--- config.mk ---
export PLATFORM = sky130hd
export DESIGN_NAME = profile_setpoint_interpolator
export DESIGN_NICKNAME = d
export VERILOG_FILES = /design/src/rtl/core/psi_pkg.sv /design/src/rtl/core/profile_setpoint_interpolator.sv /design/src/rtl/core/psi_seg_select.sv /design/src/rtl/core/psi_mul_stage.sv /design/src/rtl/core/psi_div_step.sv
export SDC_FILE = /design/constraint.sdc
export NUM_CORES = 2
export LEC_CHECK = 0
export ABC_AREA = 1
export BUFFER_PORTS_ARGS = -buffer_cell sky130_fd_sc_hd__buf_2
export CAP_MARGIN = 10
export CORE_ASPECT_RATIO = 1.25
export CORE_MARGIN = 2
export CORE_UTILIZATION = 45
export CTS_BUF_LIST = sky130_fd_sc_hd__clkbuf_4 sky130_fd_sc_hd__clkbuf_8
export DETAILED_ROUTE_END_ITERATION = 10
export PLACE_DENSITY_LB_ADDON = 0.15
export SLEW_MARGIN = 20
export SYNTH_ARGS = -nofsm -noshare
export SYNTH_HDL_FRONTEND = slang
export SYNTH_HIERARCHICAL = 1
export SYNTH_SLANG_ARGS = --single-unit
--- constraint.sdc ---
create_clock -name clk_i -period 160.9 [get_ports clk_i]
set_clock_uncertainty 0.15 [all_clocks]
set_input_delay 16.09 -clock clk_i [delete_from_list [all_inputs] [get_ports clk_i]]
set_output_delay 16.09 -clock clk_i [all_outputs]
set_load 0.05 [all_outputs]
--- src/rtl/core/psi_pkg.sv ---
// Shared types and constants of the profile setpoint interpolator.
package psi_pkg;

  localparam int unsigned TIME_W     = 16;
  localparam int unsigned PRESS_W    = 21;
  localparam int unsigned NUM_POINTS = 4;
  localparam int unsigned PROD_W     = PRESS_W + TIME_W;
  localparam int unsigned QUOT_W     = PRESS_W;
  localparam int unsigned CFG_IDX_W  = 3;

  localparam logic [PRESS_W-1:0] PRESS_RESET = PRESS_W'(900000);
  localparam logic [TIME_W-1:0]  TIME_STEP   = TIME_W'(5000);

  typedef enum logic [CFG_IDX_W-1:0] {
    CFG_TIME_0  = 3'd0,
    CFG_TIME_1  = 3'd1,
    CFG_TIME_2  = 3'd2,
    CFG_TIME_3  = 3'd3,
    CFG_PRESS_0 = 3'd4,
    CFG_PRESS_1 = 3'd5,
    CFG_PRESS_2 = 3'd6,
    CFG_PRESS_3 = 3'd7
  } cfg_idx_e;

  typedef logic [NUM_POINTS-1:0][TIME_W-1:0]  time_arr_t;
  typedef logic [NUM_POINTS-1:0][PRESS_W-1:0] press_arr_t;

  typedef struct packed {
    logic               interp;
    logic               dneg;
    logic [PRESS_W-1:0] base;
    logic [PRESS_W-1:0] dmag;
    logic [TIME_W-1:0]  rem;
    logic [TIME_W-1:0]  span;
  } seg_t;

  typedef struct packed {
    logic               interp;
    logic               dneg;
    logic [PRESS_W-1:0] base;
    logic [TIME_W-1:0]  span;
    logic [TIME_W-1:0]  part;
    logic [QUOT_W-1:0]  low;
    logic [QUOT_W-1:0]  quot;
  } div_t;

endpackage

--- src/rtl/core/profile_setpoint_interpolator.sv ---
// Top level of the profile setpoint interpolator: registers, pipeline, output.
// Maps an elapsed time onto a four-breakpoint pressure profile, one word per
// cycle while no output word is stalled. A word passes segment search, one
// multiply stage, 21 restoring divide stages (one quotient bit each) and the
// output register holding the final add. The whole pipeline advances together
// and halts only while a result waits under stall. Breakpoint registers are
// read by the first stage only; write them while no word is in flight.
// cfg_ready_o is always high and every index selects a time or pressure
// register.
module profile_setpoint_interpolator (
  input  logic                                clk_i,
  input  logic                                rst_ni,
  input  logic                                in_valid_i,
  output logic                                in_stall_o,
  input  logic [psi_pkg::TIME_W-1:0]          elapsed_ms_i,
  input  logic                                enabled_i,
  output logic                                out_valid_o,
  input  logic                                out_stall_i,
  output logic [psi_pkg::PRESS_W-1:0]         setpoint_pa_o,
  input  logic                                cfg_valid_i,
  output logic                                cfg_ready_o,
  input  logic [psi_pkg::CFG_IDX_W-1:0]       cfg_index_i,
  input  logic [psi_pkg::PRESS_W-1:0]         cfg_data_i
);

  localparam int unsigned NSTEP = psi_pkg::QUOT_W;

  psi_pkg::time_arr_t  time_q;
  psi_pkg::press_arr_t press_q;

  logic                        adv;
  logic                        seg_valid;
  psi_pkg::seg_t               seg;
  logic [NSTEP:0]              dv;
  psi_pkg::div_t               dd [NSTEP+1];
  logic                        out_valid_q;
  logic [psi_pkg::PRESS_W-1:0] setpoint_d, setpoint_q;

  assign cfg_ready_o = 1'b1;

  always_ff @(posedge clk_i or negedge rst_ni) begin
    if (!rst_ni) begin
      time_q[0] <= '0;
      time_q[1] <= psi_pkg::TIME_STEP;
      time_q[2] <= psi_pkg::TIME_W'(2 * psi_pkg::TIME_STEP);
      time_q[3] <= psi_pkg::TIME_W'(3 * psi_pkg::TIME_STEP);
      for (int i = 0; i < psi_pkg::NUM_POINTS; i++) begin
        press_q[i] <= psi_pkg::PRESS_RESET;
      end
    end else if (cfg_valid_i) begin
      case (psi_pkg::cfg_idx_e'(cfg_index_i))
        psi_pkg::CFG_TIME_0:  time_q[0]  <= cfg_data_i[psi_pkg::TIME_W-1:0];
        psi_pkg::CFG_TIME_1:  time_q[1]  <= cfg_data_i[psi_pkg::TIME_W-1:0];
        psi_pkg::CFG_TIME_2:  time_q[2]  <= cfg_data_i[psi_pkg::TIME_W-1:0];
        psi_pkg::CFG_TIME_3:  time_q[3]  <= cfg_data_i[psi_pkg::TIME_W-1:0];
        psi_pkg::CFG_PRESS_0: press_q[0] <= cfg_data_i;
        psi_pkg::CFG_PRESS_1: press_q[1] <= cfg_data_i;
        psi_pkg::CFG_PRESS_2: press_q[2] <= cfg_data_i;
        psi_pkg::CFG_PRESS_3: press_q[3] <= cfg_data_i;
        default: ;
      endcase
    end
  end

  assign adv        = !(out_valid_q && out_stall_i);
  assign in_stall_o = !adv;

  psi_seg_select u_seg (
    .clk_i        (clk_i),
    .rst_ni       (rst_ni),
    .adv_i        (adv),
    .valid_i      (in_valid_i),
    .elapsed_ms_i (elapsed_ms_i),
    .enabled_i    (enabled_i),
    .time_i       (time_q),
    .press_i      (press_q),
    .valid_o      (seg_valid),
    .seg_o        (seg)
  );

  psi_mul_stage u_mul (
    .clk_i   (clk_i),
    .rst_ni  (rst_ni),
    .adv_i   (adv),
    .valid_i (seg_valid),
    .seg_i   (seg),
    .valid_o (dv[0]),
    .div_o   (dd[0])
  );

  for (genvar k = 0; k < NSTEP; k++) begin : g_div
    psi_div_step u_step (
      .clk_i   (clk_i),
      .rst_ni  (rst_ni),
      .adv_i   (adv),
      .valid_i (dv[k]),
      .div_i   (dd[k]),
      .valid_o (dv[k+1]),
      .div_o   (dd[k+1])
    );
  end

  always_comb begin
    setpoint_d = dd[NSTEP].base;
    if (dd[NSTEP].interp) begin
      setpoint_d = dd[NSTEP].dneg ? (dd[NSTEP].base + dd[NSTEP].quot)
                                  : (dd[NSTEP].base - dd[NSTEP].quot);
    end
  end

  always_ff @(posedge clk_i or negedge rst_ni) begin
    if (!rst_ni) begin
      out_valid_q <= 1'b0;
    end else if (adv) begin
      out_valid_q <= dv[NSTEP];
    end
  end

  always_ff @(posedge clk_i) begin
    if (adv) begin
      setpoint_q <= setpoint_d;
    end
  end

  assign out_valid_o   = out_valid_q;
  assign setpoint_pa_o = setpoint_q;

endmodule

--- src/rtl/core/psi_seg_select.sv ---
// Segment search and operand setup, first pipeline stage.
module psi_seg_select (
  input  logic                       clk_i,
  input  logic                       rst_ni,
  input  logic                       adv_i,
  input  logic                       valid_i,
  input  logic [psi_pkg::TIME_W-1:0] elapsed_ms_i,
  input  logic                       enabled_i,
  input  psi_pkg::time_arr_t         time_i,
  input  psi_pkg::press_arr_t        press_i,
  output logic                       valid_o,
  output psi_pkg::seg_t              seg_o
);

  logic                        valid_q;
  psi_pkg::seg_t               seg_d, seg_q;
  logic                        hit;
  logic [1:0]                  sel;
  logic [1:0]                  sel_m1;
  logic [psi_pkg::TIME_W-1:0]  t0, t1;
  logic [psi_pkg::PRESS_W-1:0] p0, p1;

  always_comb begin
    hit = 1'b0;
    sel = 2'd1;
    for (int i = psi_pkg::NUM_POINTS - 1; i >= 1; i--) begin
      if (elapsed_ms_i >= time_i[i-1] && elapsed_ms_i < time_i[i]) begin
        hit = 1'b1;
        sel = 2'(i);
      end
    end
    sel_m1 = sel - 2'd1;
    t0 = time_i[sel_m1];
    t1 = time_i[sel];
    p0 = press_i[sel_m1];
    p1 = press_i[sel];
  end

  always_comb begin
    seg_d.interp = 1'b0;
    seg_d.dneg   = 1'b0;
    seg_d.base   = '0;
    seg_d.dmag   = '0;
    seg_d.rem    = '0;
    seg_d.span   = psi_pkg::TIME_W'(1);
    if (enabled_i) begin
      if (hit) begin
        seg_d.interp = 1'b1;
        seg_d.dneg   = (p1 < p0);
        seg_d.base   = p1;
        seg_d.dmag   = (p1 < p0) ? (p0 - p1) : (p1 - p0);
        seg_d.rem    = t1 - elapsed_ms_i;
        seg_d.span   = t1 - t0;
      end else if (elapsed_ms_i >= time_i[psi_pkg::NUM_POINTS-1]) begin
        seg_d.base   = press_i[psi_pkg::NUM_POINTS-1];
      end
    end
  end

  always_ff @(posedge clk_i or negedge rst_ni) begin
    if (!rst_ni) begin
      valid_q <= 1'b0;
    end else if (adv_i) begin
      valid_q <= valid_i;
    end
  end

  always_ff @(posedge clk_i) begin
    if (adv_i) begin
      seg_q <= seg_d;
    end
  end

  assign valid_o = valid_q;
  assign seg_o   = seg_q;

endmodule

--- src/rtl/core/psi_mul_stage.sv ---
// Pressure difference times remaining time, second pipeline stage.
module psi_mul_stage (
  input  logic          clk_i,
  input  logic          rst_ni,
  input  logic          adv_i,
  input  logic          valid_i,
  input  psi_pkg::seg_t seg_i,
  output logic          valid_o,
  output psi_pkg::div_t div_o
);

  logic                       valid_q;
  logic [psi_pkg::PROD_W-1:0] prod;
  psi_pkg::div_t              div_d, div_q;

  always_comb begin
    prod = psi_pkg::PROD_W'(seg_i.dmag) * psi_pkg::PROD_W'(seg_i.rem);
    div_d.interp = seg_i.interp;
    div_d.dneg   = seg_i.dneg;
    div_d.base   = seg_i.base;
    div_d.span   = seg_i.span;
    div_d.part   = prod[psi_pkg::PROD_W-1:psi_pkg::QUOT_W];
    div_d.low    = prod[psi_pkg::QUOT_W-1:0];
    div_d.quot   = '0;
  end

  always_ff @(posedge clk_i or negedge rst_ni) begin
    if (!rst_ni) begin
      valid_q <= 1'b0;
    end else if (adv_i) begin
      valid_q <= valid_i;
    end
  end

  always_ff @(posedge clk_i) begin
    if (adv_i) begin
      div_q <= div_d;
    end
  end

  assign valid_o = valid_q;
  assign div_o   = div_q;

endmodule

--- src/rtl/core/psi_div_step.sv ---
// One restoring division step, one quotient bit per stage.
module psi_div_step (
  input  logic          clk_i,
  input  logic          rst_ni,
  input  logic          adv_i,
  input  logic          valid_i,
  input  psi_pkg::div_t div_i,
  output logic          valid_o,
  output psi_pkg::div_t div_o
);

  logic                       valid_q;
  logic [psi_pkg::TIME_W:0]   trial;
  logic [psi_pkg::TIME_W:0]   diff;
  logic                       ge;
  psi_pkg::div_t              div_d, div_q;

  always_comb begin
    trial = {div_i.part, div_i.low[psi_pkg::QUOT_W-1]};
    diff  = trial - {1'b0, div_i.span};
    ge    = (trial >= {1'b0, div_i.span});
    div_d      = div_i;
    div_d.part = ge ? diff[psi_pkg::TIME_W-1:0] : trial[psi_pkg::TIME_W-1:0];
    div_d.low  = {div_i.low[psi_pkg::QUOT_W-2:0], 1'b0};
    div_d.quot = {div_i.quot[psi_pkg::QUOT_W-2:0], ge};
  end

  always_ff @(posedge clk_i or negedge rst_ni) begin
    if (!rst_ni) begin
      valid_q <= 1'b0;
    end else if (adv_i) begin
      valid_q <= valid_i;
    end
  end

  always_ff @(posedge clk_i) begin
    if (adv_i) begin
      div_q <= div_d;
    end
  end

  assign valid_o = valid_q;
  assign div_o   = div_q;

endmodule

# == Yosys cells after proc, flatten, opt, wreduce, memory -nomap -nowiden ==
# Index checks and enable logic that the tools add are counted.
# totals
register_bits,1909
inputBits,46
word_cells,309
output_inout_bits,24
# classes
order_cmp,31
n_mux,40
eq_ne,7
reduce_logical,14
add_sub_neg,27
n_mul,1
# ops
cell,count
17-bit by 16-bit >= comparator with 1-bit output,21
16-bit 2-to-1 mux,22
16-bit subtractor,22
21-bit 2-to-1 mux,7
21-bit binary-select mux with 2-bit select,2
16-bit binary-select mux with 2-bit select,2
16-bit >= comparator,4
21-bit subtractor,3
16-bit < comparator,3
21-bit by 16-bit multiplier with 37-bit output,1
21-bit adder,1
21-bit < comparator,1
2-bit AND reduction,9
"3-bit equality test, second input constant",4
2-bit 2-to-1 mux,4
"3-bit by 2-bit equality test with 1-bit output, second input constant",2
"2-bit by 3-bit < comparator with 1-bit output, second input constant",2
1-bit logical AND,4
"3-bit by 1-bit equality test with 1-bit output, second input constant",1
3-bit zero test,1
1-bit 2-to-1 mux,3
"2-bit by 1-bit subtractor with 2-bit output, second input constant",1

# == Depth between registers and ports, before layout ==
# depth
word_depth,10
mapped_depth,38
mapped_depth_nobuf,36

# == By module ==
# Netlist, hierarchy kept.
# by_module_without_submodules
mod,area_per_inst_um2,instances,cells_each,seq_area_each_um2
psi_div_step at g_div[18].u_step ...,4372.9,12,372,2907.8
psi_div_step at g_div[0].u_step ...,4285.4,9,369,2907.8
psi_mul_stage,14221.1,1,1752,2307.2
psi_seg_select,9316.4,1,1303,2307.2
profile_setpoint_interpolator,7967.6,1,886,4435.5

# == Worst setup path before layout ==
# OpenSTA, ideal clock, no wires.
# synth_timing
path_type,input to output
from,input out_stall_i
to,output in_stall_o
required_ns,144.660
cell_stages,2
setup_slack_ns,67.474
path_buffers,0
arrival_time_ns,77.186
cell_sequence,nand2_1 > inv_1
# synth_via
elab_chain_len,1
# synth_lines
element,line,source
from (decl),profile_setpoint_interpolator.sv:18,"input logic out_stall_i,"
1-bit logical AND,profile_setpoint_interpolator.sv:65,assign adv = !(out_valid_q && out_stall_i);
to (decl),profile_setpoint_interpolator.sv:14,"output logic in_stall_o,"
# Every way passes these cells.

# == Worst setup path after layout ==
# Ends and elaborated chain as after synthesis.

==> results by group <==
GRT
  – GR Util met3: 2.56%
  – Largest net degree at the start of global routing: 177
  – First-pass GRT wire length: 404000 µm
  – Busiest metal layer after global routing: met2
  – Grt ovf: 0
  – M2 GR Usage: 39.2%
  – Vias in the first global route: 72700
  – Routing usage on met1: 24.4%
  – Initial antenna violation count: 7
  – GR Util All Layers: 21.2%

Placed design
  – DPL Wire Length: 196000 µm
  – Post-DP Area: 0.111 mm²
  – Final GP Congestion: 0.935
  – Port Buf Inserts: 68

Critical path
  – Reg2Reg Setup Slack: 154.02 ns
  – Crit-path slowest cell: nand2_4
  – Critical Path, Cell by Cell: buf_2, nand2_4, inv_1, buf_2
  – Most frequent CP cell: buf_2
  – CP max stage delay: 0.54 ns
  – R2R depth: 30
  – Crit start category: input port
  – Critical path class: input port to output port
  – RR Endpoint: u_seg/seg_o[52]$_SDFFCE_PN0P_
  – Worst setup EP type: output port
  – Worst Path Arrival: 17.12 ns
  – Worst path required time: 144.66 ns
  – Max Fanout on Critical Path: 63
  – Reg-to-Reg Start: time_q[45]$_DFFE_PN1P_

Clock tree
  – Max Root-Sink Buffers: 4
  – # clock sinks: 1909
  – Setup bufs post-CTS: 0
  – TritonCTS clock tree: built
  – Worst-path clk slew: 0.06 ns
  – Post-CTS resize count: 0
  – # hold bufs at CTS: 0
  – Number of buffers created by CTS: 317
  – Root Driver: clkbuf_8
  – Clock Latency Late Sink: 0.98 ns
  – H-tree depth: 5

Detailed routing
  – Vias: 72100
  – First-pass DRT Iterations: 5
  – ANT nets after route: 0
  – DR iter-0 viols: 4109
  – Final wirelength: 260000 µm
  – Routed vias/inst: 4.93
  – WL/cell: 17.8 µm
  – DRC: 0

Yosys
  – Syn_area_per_cell: 9.76 µm²
  – Yosys warns: 6
  – Mapped Cells: 11000
  – Post-Syn Area: 0.108 mm²
  – Net count after synthesis: 12000

Timing
  – Part of the cycle the worst path needs: 20.7%
  – Slew headroom: 24.1%
  – Fmax: 30.0 MHz
  – RSZ-0062 raised after global routing: no
  – Finish-stage setup viols: 0
  – Tmin final: 33.36 ns
  – Setup TNS: 0 ns
  – Count of final hold-check violations: 0
  – Slew @ Worst Pin: 1.14 ns
  – Final Max Tran Viols: 0

Die
  – Die width: 442 µm
  – I/O Pins: 70
  – # rows: 200
  – Core Region: 0.238 mm²
  – Die area: 0.244 mm²
  – Starting Density: 45.3%
  – Die height: 551 µm

Cells and area
  – Area Overhead vs Synth: 8.83%
  – Fill count: 22100
  – Final instance area: 0.117 mm²
  – Layout cells sized above 1: 11.5%
  – Seq. cell area: 0.0565 mm²
  – Nets@finish: 12200
  – Multi-input logic area: 0.0421 mm²

Run status
  – Status: complete, no violations

Hold path
  – Worst Min Path Start: g_div[9].u_step/div_o[36]$_DFFE_PP_
  – Hold crit path type: flop to flop
  – End of the worst hold path: g_div[10].u_step/div_o[37]$_DFFE_PP_
  – Hold path depth: 0

Job
  – Max-cap violations: 0
-- layer usage --
layer / routed length, µm / up-vias / share of wire (%)
met5: 13 / - / 0.0050
met4: 12400 / 2 / 4.8
met3: 9350 / 560 / 3.6
met2: 135000 / 1507 / 52
met1: 103000 / 34000 / 40
li1: - / 35900 / -
-- cells in the final DEF, fill, tap and decap left out, drive strengths merged, types with 7 or more instances in the layout --
cell type	instances
nand3b	23
inv	2081
nand3	602
diode	10
edfxtp	1737
a21o	11
o22ai	29
mux2i	17
dfrtp	111
xnor2	48
buf	116
nor3	59
or2	16
ha	603
a31oi	7
and3	12
a21oi	437
o21a	31
clkinv	75
o21ai	347
bufinv	16
nor4	13
xor2	141
nor2	531
clkinvlp	10
dfstp	61
mux2	23
fa	289
and2	32
nand4	89
nand2	3450
clkbuf	427
o21bai	18
-- how the worst max path moves through the flow --
stage | startpoint | endpoint | slack (ns) | cells past startpoint
floorplan | out_stall_i | in_stall_o | 79.90 | 2
global placement | out_stall_i | in_stall_o | 127.50 | 4
detailed placement | out_stall_i | in_stall_o | 127.48 | 4
CTS | out_stall_i | in_stall_o | 127.48 | 4
global route | out_stall_i | in_stall_o | 127.39 | 4
finish | out_stall_i | in_stall_o | 127.54 | 4
-- per-stage QoR --
step / util (%) / cells / hold slack, ns / setup slack, ns
finish: 49.3 / 14600 / 0.207 / 127.54
CTS: 49.3 / 14600 / 0.200 / 127.48
floorplan: - / 11000 / 0.250 / 79.90
detailed placement: 46.7 / 14100 / 0.255 / 127.48
global placement: 46.6 / 14100 / 0.251 / 127.50
global route: 49.3 / 14600 / 0.208 / 127.39
-- worst max-delay path: cells and delay by family --
kind          cells  cell delay, ns
buf+inv           3            0.48
simple gates      1            0.54
-- area by class of cell --
cell class	instances	share of cell area [%]
Sequential cell	1909	48.2
Antenna cell	10	0.0213
Timing Repair Buffer	116	0.650
Clock buffer	427	4.47
Tap cell	3131	3.34
Multi-Input combinational cell	6842	35.8
Clock inverter	111	0.866
Inverter	2071	6.63
-- state kept, by name, summed over array words and instances, names as in the netlist --
name                  flops
g_div.u_step/div_o     1564
g_div.u_step/valid_o     21
out_valid_o               1
press_q                  84
setpoint_pa_o            21
time_q                   64
u_mul/div_o              76
u_mul/valid_o             1
u_seg/seg_o              76
u_seg/valid_o             1
Power is left out: the tool's default activity adds up to more than one toggle a clock period on the data nets, which glitch-free logic cannot reach.
